## config.mk

```make
export PLATFORM = sky130hd
export DESIGN_NAME = gated_scalar_kalman_filter
export DESIGN_NICKNAME = d
export VERILOG_FILES = /design/src/hdl/gskf_pkg.sv /design/src/hdl/gated_scalar_kalman_filter.sv
export SDC_FILE = /design/constraint.sdc
export NUM_CORES = 1
export LEC_CHECK = 0
export BUFFER_PORTS_ARGS = -buffer_cell sky130_fd_sc_hd__buf_2
export CORE_MARGIN = 1
export CORE_UTILIZATION = 45
export CTS_BUF_LIST = sky130_fd_sc_hd__clkbuf_4
export CTS_CLUSTER_SIZE = 10
export DETAILED_ROUTE_END_ITERATION = 8
export PLACE_DENSITY = 0.71
export SLEW_MARGIN = 20
export SYNTH_ARGS = -nofsm -noshare
export SYNTH_HDL_FRONTEND = slang
export SYNTH_SLANG_ARGS = --single-unit
```

## constraint.sdc

```tcl
create_clock -name clk -period 14.15 [get_ports clk]
set_input_delay 1.415 -clock clk [delete_from_list [all_inputs] [get_ports clk]]
set_output_delay 1.415 -clock clk [all_outputs]
set_load 0.01 [all_outputs]
```

## src/hdl/gskf_pkg.sv

```systemverilog
// Package for the gated scalar Kalman filter.
// Holds default parameter values, fixed field widths, register codes and the
// controller state type. No dependencies.
package gskf_pkg;

  localparam int WIDTH_BITS_DEF     = 18;
  localparam int GAIN_FRAC_BITS_DEF = 16;

  localparam int COV_W     = 32;
  localparam int COV_FRAC  = 16;
  localparam int VAR_W     = 16;
  localparam int MINEST_W  = 18;
  localparam int APB_DW    = 32;
  localparam int APB_AW    = 4;
  localparam int REG_IDX_W = 2;

  localparam logic [VAR_W-1:0]    PROC_VAR_RST  = 16'd10;
  localparam logic [VAR_W-1:0]    MEAS_VAR_RST  = 16'd1373;
  localparam logic [MINEST_W-1:0] MIN_EST_RST   = 18'd1400;
  localparam logic [COV_W-1:0]    COV_RST       = 32'h0001_0000;

  localparam logic [REG_IDX_W-1:0] REG_PROC_VAR = 2'd0;
  localparam logic [REG_IDX_W-1:0] REG_MEAS_VAR = 2'd1;
  localparam logic [REG_IDX_W-1:0] REG_MIN_EST  = 2'd2;

  typedef enum logic [2:0] {
    ST_IDLE,
    ST_PREP,
    ST_DEN,
    ST_DIV,
    ST_GSET,
    ST_MUL,
    ST_EST,
    ST_DONE
  } state_t;

endpackage

```

## src/hdl/gated_scalar_kalman_filter.sv

```systemverilog
// Gated scalar Kalman filter for encoder pulse widths, top level.
// Bit-serial gain divider and shift-add multipliers; depends on gskf_pkg.
//
//   Channel   Direction  Ports                                   Handshake
//   input     in         in_measurement                          in_valid / in_stall
//   result    out        out_filtered_width, out_used_estimate,  out_valid / out_stall
//                        out_no_pulse
//   config    in/out     psel, penable, pwrite, paddr, pwdata,   APB, pready tied high
//                        prdata, pready
//
// A nonzero measurement passes from its transfer to its result through the
// one-bit-per-cycle gain divider followed by the one-bit-per-cycle covariance and
// estimate multipliers. A zero measurement skips them and goes straight to ST_DONE.
// Reset restores the register defaults, a covariance of 1.0 and a last
// output of zero. The result sits in an output register; a stalled result holds the
// controller in its final state, and a new item is taken only when the controller is idle.
module gated_scalar_kalman_filter
  import gskf_pkg::*;
#(
  parameter int WIDTH_BITS     = WIDTH_BITS_DEF,
  parameter int GAIN_FRAC_BITS = GAIN_FRAC_BITS_DEF
) (
  input  logic                  clk,
  input  logic                  rst_n,
  input  logic                  in_valid,
  output logic                  in_stall,
  input  logic [WIDTH_BITS-1:0] in_measurement,
  output logic                  out_valid,
  input  logic                  out_stall,
  output logic [WIDTH_BITS-1:0] out_filtered_width,
  output logic                  out_used_estimate,
  output logic                  out_no_pulse,
  input  logic                  psel,
  input  logic                  penable,
  input  logic                  pwrite,
  input  logic [APB_AW-1:0]     paddr,
  input  logic [APB_DW-1:0]     pwdata,
  output logic [APB_DW-1:0]     prdata,
  output logic                  pready
);

  localparam int W     = WIDTH_BITS;
  localparam int G     = GAIN_FRAC_BITS;
  localparam int CNT_W = $clog2(GAIN_FRAC_BITS + 1);
  localparam int CMP_W = (WIDTH_BITS > MINEST_W) ? WIDTH_BITS : MINEST_W;
  localparam logic [CNT_W-1:0] DIV_LAST = CNT_W'(GAIN_FRAC_BITS - 1);
  localparam logic [CNT_W-1:0] MUL_LAST = CNT_W'(GAIN_FRAC_BITS);

  state_t state_r, state_nxt;

  logic [VAR_W-1:0]    pv_r, pv_nxt;
  logic [VAR_W-1:0]    mv_r, mv_nxt;
  logic [MINEST_W-1:0] min_r, min_nxt;
  logic [COV_W-1:0]    cov_r, cov_nxt;
  logic [W-1:0]        last_r, last_nxt;

  logic [W-1:0]       meas_r, meas_nxt;
  logic               np_r, np_nxt;
  logic [COV_W-1:0]   pc_r, pc_nxt;
  logic [COV_W:0]     den_r, den_nxt;
  logic [COV_W:0]     rem_r, rem_nxt;
  logic               zden_r, zden_nxt;
  logic [G:0]         gain_r, gain_nxt;
  logic [G:0]         ng_r, ng_nxt;
  logic [W-1:0]       dist_r, dist_nxt;
  logic               neg_r, neg_nxt;
  logic [CNT_W-1:0]   cnt_r, cnt_nxt;
  logic [COV_W-1:0]   chi_r, chi_nxt;
  logic [W-1:0]       ehi_r, ehi_nxt;
  logic               sticky_r, sticky_nxt;
  logic [W-1:0]       est_r, est_nxt;

  logic               out_valid_r, out_valid_nxt;
  logic [W-1:0]       out_fw_r, out_fw_nxt;
  logic               out_used_r, out_used_nxt;
  logic               out_np_r, out_np_nxt;

  logic               in_xfer;
  logic               load_out;
  logic               cfg_wr;

  logic [COV_W:0]     pc_sum;
  logic [COV_W+1:0]   rem_dbl;
  logic               rem_ge;
  logic [G:0]         gain_fin;
  logic [COV_W:0]     cov_sum;
  logic [W:0]         est_sum;
  logic [W:0]         ceil_v;
  logic               est_ge;
  logic [W-1:0]       diff;
  logic [W+4:0]       lhs20;
  logic               close_ok;
  logic               big_ok;
  logic               use_est;
  logic [W-1:0]       result;

  assign in_xfer  = in_valid && !in_stall;
  assign cfg_wr   = psel && penable && pwrite && pready;
  assign pready   = 1'b1;

  assign out_valid          = out_valid_r;
  assign out_filtered_width = out_fw_r;
  assign out_used_estimate  = out_used_r;
  assign out_no_pulse       = out_np_r;

  always_comb begin
    case (paddr[3:2])
      REG_PROC_VAR: prdata = APB_DW'(pv_r);
      REG_MEAS_VAR: prdata = APB_DW'(mv_r);
      REG_MIN_EST:  prdata = APB_DW'(min_r);
      default:      prdata = '0;
    endcase
  end

  // Next state.
  always_comb begin
    state_nxt = state_r;
    case (state_r)
      ST_IDLE: begin
        if (in_valid) begin
          state_nxt = (in_measurement == '0) ? ST_DONE : ST_PREP;
        end
      end
      ST_PREP: state_nxt = ST_DEN;
      ST_DEN:  state_nxt = ST_DIV;
      ST_DIV: begin
        if (cnt_r == '0) begin
          state_nxt = ST_GSET;
        end
      end
      ST_GSET: state_nxt = ST_MUL;
      ST_MUL: begin
        if (cnt_r == MUL_LAST) begin
          state_nxt = ST_EST;
        end
      end
      ST_EST: state_nxt = ST_DONE;
      ST_DONE: begin
        if (!out_valid_r || !out_stall) begin
          state_nxt = ST_IDLE;
        end
      end
      default: state_nxt = ST_IDLE;
    endcase
  end

  // Handshake outputs.
  always_comb begin
    in_stall = 1'b1;
    load_out = 1'b0;
    case (state_r)
      ST_IDLE: in_stall = 1'b0;
      ST_DONE: load_out = !out_valid_r || !out_stall;
      default: begin
        in_stall = 1'b1;
        load_out = 1'b0;
      end
    endcase
  end

  // Arithmetic shared by the datapath steps.
  always_comb begin
    pc_sum   = {1'b0, cov_r} + {1'b0, pv_r, {COV_FRAC{1'b0}}};
    rem_dbl  = {rem_r, 1'b0};
    rem_ge   = rem_dbl >= {1'b0, den_r};
    gain_fin = zden_r ? '0 : gain_r;
    cov_sum  = {1'b0, chi_r} + (ng_r[0] ? {1'b0, pc_r} : '0);
    est_sum  = {1'b0, ehi_r} + (gain_r[0] ? {1'b0, dist_r} : '0);
    ceil_v   = {1'b0, ehi_r} + (W+1)'(sticky_r);

    est_ge   = est_r >= meas_r;
    diff     = est_r - meas_r;
    lhs20    = {1'b0, diff, 4'b0000} + {3'b000, diff, 2'b00};
    close_ok = !est_ge || (lhs20 < (W+5)'(meas_r));
    big_ok   = CMP_W'(est_r) > CMP_W'(min_r);
    use_est  = close_ok && big_ok;
    result   = use_est ? est_r : meas_r;
  end

  // Datapath next values.
  always_comb begin
    pv_nxt     = pv_r;
    mv_nxt     = mv_r;
    min_nxt    = min_r;
    cov_nxt    = cov_r;
    last_nxt   = last_r;
    meas_nxt   = meas_r;
    np_nxt     = np_r;
    pc_nxt     = pc_r;
    den_nxt    = den_r;
    rem_nxt    = rem_r;
    zden_nxt   = zden_r;
    gain_nxt   = gain_r;
    ng_nxt     = ng_r;
    dist_nxt   = dist_r;
    neg_nxt    = neg_r;
    cnt_nxt    = cnt_r;
    chi_nxt    = chi_r;
    ehi_nxt    = ehi_r;
    sticky_nxt = sticky_r;
    est_nxt    = est_r;
    out_valid_nxt = out_valid_r;
    out_fw_nxt    = out_fw_r;
    out_used_nxt  = out_used_r;
    out_np_nxt    = out_np_r;

    if (cfg_wr) begin
      case (paddr[3:2])
        REG_PROC_VAR: pv_nxt  = pwdata[VAR_W-1:0];
        REG_MEAS_VAR: mv_nxt  = pwdata[VAR_W-1:0];
        REG_MIN_EST:  min_nxt = pwdata[MINEST_W-1:0];
        default: begin
          pv_nxt = pv_r;
        end
      endcase
    end

    if (out_valid_r && !out_stall) begin
      out_valid_nxt = 1'b0;
    end

    case (state_r)
      ST_IDLE: begin
        if (in_xfer) begin
          meas_nxt = in_measurement;
          np_nxt   = (in_measurement == '0);
        end
      end
      ST_PREP: begin
        pc_nxt   = pc_sum[COV_W] ? '1 : pc_sum[COV_W-1:0];
        neg_nxt  = meas_r < last_r;
        dist_nxt = (meas_r < last_r) ? (last_r - meas_r) : (meas_r - last_r);
      end
      ST_DEN: begin
        // The gain never exceeds 1.0, so its top bit is set only without measurement noise.
        den_nxt  = {1'b0, pc_r} + {1'b0, mv_r, {COV_FRAC{1'b0}}};
        zden_nxt = (mv_r == '0) && (pc_r == '0);
        rem_nxt  = (mv_r == '0) ? '0 : {1'b0, pc_r};
        gain_nxt = (G+1)'(mv_r == '0);
        cnt_nxt  = DIV_LAST;
      end
      ST_DIV: begin
        rem_nxt  = rem_ge ? (COV_W+1)'(rem_dbl - {1'b0, den_r}) : rem_dbl[COV_W:0];
        gain_nxt = {gain_r[G-1:0], rem_ge};
        cnt_nxt  = cnt_r - 1'b1;
      end
      ST_GSET: begin
        gain_nxt   = gain_fin;
        ng_nxt     = {1'b1, {G{1'b0}}} - gain_fin;
        chi_nxt    = '0;
        ehi_nxt    = '0;
        sticky_nxt = 1'b0;
        cnt_nxt    = '0;
      end
      ST_MUL: begin
        gain_nxt = gain_r >> 1;
        ng_nxt   = ng_r >> 1;
        if (cnt_r != MUL_LAST) begin
          chi_nxt    = cov_sum[COV_W:1];
          ehi_nxt    = est_sum[W:1];
          sticky_nxt = sticky_r | est_sum[0];
          cnt_nxt    = cnt_r + 1'b1;
        end else begin
          chi_nxt = cov_sum[COV_W-1:0];
          ehi_nxt = est_sum[W-1:0];
        end
      end
      ST_EST: begin
        cov_nxt = chi_r;
        est_nxt = neg_r ? W'({1'b0, last_r} - ceil_v) : (last_r + ehi_r);
      end
      ST_DONE: begin
        if (load_out) begin
          out_valid_nxt = 1'b1;
          if (np_r) begin
            out_fw_nxt   = '0;
            out_used_nxt = 1'b0;
            out_np_nxt   = 1'b1;
          end else begin
            out_fw_nxt   = result;
            out_used_nxt = use_est;
            out_np_nxt   = 1'b0;
            last_nxt     = result;
          end
        end
      end
      default: begin
        cnt_nxt = cnt_r;
      end
    endcase
  end

  always_ff @(posedge clk) begin
    if (!rst_n) begin
      state_r     <= ST_IDLE;
      out_valid_r <= 1'b0;
      pv_r        <= PROC_VAR_RST;
      mv_r        <= MEAS_VAR_RST;
      min_r       <= MIN_EST_RST;
      cov_r       <= COV_RST;
      last_r      <= '0;
    end else begin
      state_r     <= state_nxt;
      out_valid_r <= out_valid_nxt;
      pv_r        <= pv_nxt;
      mv_r        <= mv_nxt;
      min_r       <= min_nxt;
      cov_r       <= cov_nxt;
      last_r      <= last_nxt;
    end
  end

  always_ff @(posedge clk) begin
    meas_r     <= meas_nxt;
    np_r       <= np_nxt;
    pc_r       <= pc_nxt;
    den_r      <= den_nxt;
    rem_r      <= rem_nxt;
    zden_r     <= zden_nxt;
    gain_r     <= gain_nxt;
    ng_r       <= ng_nxt;
    dist_r     <= dist_nxt;
    neg_r      <= neg_nxt;
    cnt_r      <= cnt_nxt;
    chi_r      <= chi_nxt;
    ehi_r      <= ehi_nxt;
    sticky_r   <= sticky_nxt;
    est_r      <= est_nxt;
    out_fw_r   <= out_fw_nxt;
    out_used_r <= out_used_nxt;
    out_np_r   <= out_np_nxt;
  end

endmodule
```

==> out/metrics.csv <==
metric,value,unit
root buffer cell,clkbuf_4,
largest net degree at the start of global routing,84,
chip width,245,um
CP required,14.72,ns
"Hold Vio Cnt, Final",0,
Fill cells,5521,
Detailed Route WL,68800,um
share of cells above drive strength 1,10.2,%
sequential area share after synthesis,37.9,%
die area,0.0599,mm^2
post-route setup slack,7.94,ns
core area,0.0579,mm^2
top-area cell type share of the netlist area,30.0,%
critical path class,reg2reg,
Inserted Clock Buffers,100,
max_slew headroom,33.8,%
HP Class,reg2reg,
Clock Path Buffers,3,
placed cell count,3702,
GP Congestion,0.918,
footprint of the multi-input gates,0.0153,mm^2
vias post-DR,21600,
CTS Hold Bufs,0,
# port buffers,84,
Pleak,12.2,nW
area grow syn2layout,9.17,%
row count,88,
global route overflow,0,
antenna violations before repair,2,
ys flop type,edfxtp_1,
max-slew violation count,0,
clk_lat worst skew,0.89,ns
Register Area,0.0100,mm^2
DRT Pass-1 Iters,6,
"commonest non-fill, non-tap cell in the layout",nand2_1,
first-pass GRT wire length,110000,um
Yosys Warn Count,0,
nets,3383,
Synth Register Bits,369,
Placement Setup Slack,8.05,ns
Max Fanout on Critical Path,12,
Sink Count,369,
Post-Synthesis Cells,2945,
clock-pin slew reported for the worst setup and hold paths after clock tree synthesis,0.07,ns
worst slew pin tran,0.992,ns
vias per cell,5.56,
H-tree Lvls,3,
remaining antenna violation count,0,
Post-Syn Area,0.0265,mm^2
status,"finished, final reports clean",
Resized Gates After CTS,0,
synth top area cells,"edfxtp_1 30%, ha_1 13%, dfxtp_1 7.9%",
Detailed Route Iter0 Violations,1493,
Pwr Density,127,mW/mm^2
RSZ-0062 raised after global routing,false,
CP endpoint kind,flop,
fin cells,3889,
CTS tree,yes,
distinct cell type count after synthesis,82,
Hold WS,0.459,ns
Starting Density,45.7,%
syn_area_per_cell,9.00,um^2
max-cap violations,0,
crit path DAT,6.78,ns
Finish-stage setup viols,0,
WL/cell,17.7,um
"commonest non-fill, non-tap cells in the layout","365 x nand2_1, 269 x ha_1, 265 x edfxtp_1, 262 x a21oi_1, 196 x inv_1",
number of buffers added for setup after CTS,0,
gr usage total,22.9,%
min Tclk post-route,6.21,ns
clock skew,0.0872,ns
chip height,245,um
# IOs,116,
ys async rst share,0,%
"area leader, netlist",edfxtp_1,
vias in the first global route,20700,
DP Wirelength,49800,um
fin crit share,43.9,%
"EDFF count, synth",265,
fmax,161,MHz
Max VDD drop,0.0756,mV
Worst setup SP type,flop,
Setup TNS Final,0,ns
DRC errors left,0,
layer usage:
metal	up-vias	GRT usage, %	wire, um
li1	10700	-	-
met1	10100	30.4	31200
met2	630	37.3	31700
met3	132	3.96	3990
met4	0	8.14	1950
met5	-	0	0
synthesized netlist by cell type, drive strengths merged (4+ instances only):
library cell  number
a221oi             5
o21bai            24
buf               31
a21oi            266
ha               269
o221ai             5
nor2b             41
and3              11
a31oi             22
nand2b            42
xor2              57
dfxtp            104
a21boi            84
edfxtp           265
nor4              27
o41ai              4
a2111oi            6
a41oi              4
xnor2            118
a21o              72
nand3             76
and2              63
nor3b              6
o31ai             14
o31a               4
a211oi            24
or3               13
nor2             197
fa                13
nand2            366
nor3              41
nand4             16
mux2i             52
nand3b             4
o21ai            182
a22o              29
or2                6
clkbuf            99
o211ai            14
inv              199
a32o               4
o22ai             10
o21a              23
report_power, final:
part	switching, mW	internal, mW	total, mW
registers	0.0910	1.31	1.40
clock network	0.485	0.495	0.980
logic	0.754	0.530	1.28
total	1.33	2.33	3.66
area by class of cell:
class / count / share of cell area (%)
repair buffers: 110 / 2.20
clock buffers: 153 / 3.97
inverters: 199 / 2.59
clock inverters: 29 / 0.459
well taps: 765 / 3.31
multi-input cells: 2260 / 52.7
flip-flops and latches: 369 / 34.7
diodes: 4 / 0.0346
flip-flops by register name (all words and copies together), names as in the netlist, 32 cells and up:
name,flops
den_r,33
rem_r,33
chi_r,32
cov_r,32
pc_r,32
path summary, 6_finish.rpt:
| kind | from | end | slack, ns | cells after the start |
|---|---|---|---|---|
| hold reg to reg | cov_r[3] | cov_r[3] | 0.46 | 2 |
| setup reg to reg | meas_r[4] | out_filtered_width[6] | 7.94 | 23 |
| setup / recovery | meas_r[4] | out_filtered_width[6] | 7.94 | 23 |
| hold / removal | cov_r[3] | cov_r[3] | 0.46 | 2 |
kinds of logic (layout without fill, tap and decap cells):
group	after synthesis	in the layout	synth area share [%]
XOR/XNOR	175	175	5.87
buffers and inverters	329	491	4.98
flip-flops	369	369	37.9
other	2	19	0.0283
AND/OR/NAND/NOR	918	918	16.0
multiplexers	55	55	2.09
adder cells (fa/ha/maj)	282	282	13.7
AO/OA/AOI/OAI	815	815	19.5
worst max-delay path, stage by stage (launching register included):
cell and delay, ns:
edfxtp_1 0.51, inv_1 0.15, ha_1 0.38, a21oi_1 0.20, nor3_1 0.09, or3_4 0.45
a21oi_1 0.42, ha_1 0.35, o21a_1 0.18, o2bb2ai_1 0.32, o31ai_1 0.14, a22oi_1 0.32
a21oi_2 0.14, xor2_1 0.19, ha_1 0.32, nand3_1 0.07, nand3_1 0.09, nor4_1 0.05
nand2_1 0.09, nor3_1 0.05, a31oi_2 0.60, buf_4 0.38, mux2i_1 0.35, nor2_1 0.06
through the flow:
stage               power (mW)  area, um^2  utilization [%]
global placement          2.67       27600             47.7
global route              3.91       28900             49.9
CTS                       3.68       28900             49.9
finish                    3.66       28900             49.9
detailed placement        2.69       27600             47.7
floorplan                 2.40       26500                -
Note: power is estimated with default switching activity, not from simulation.
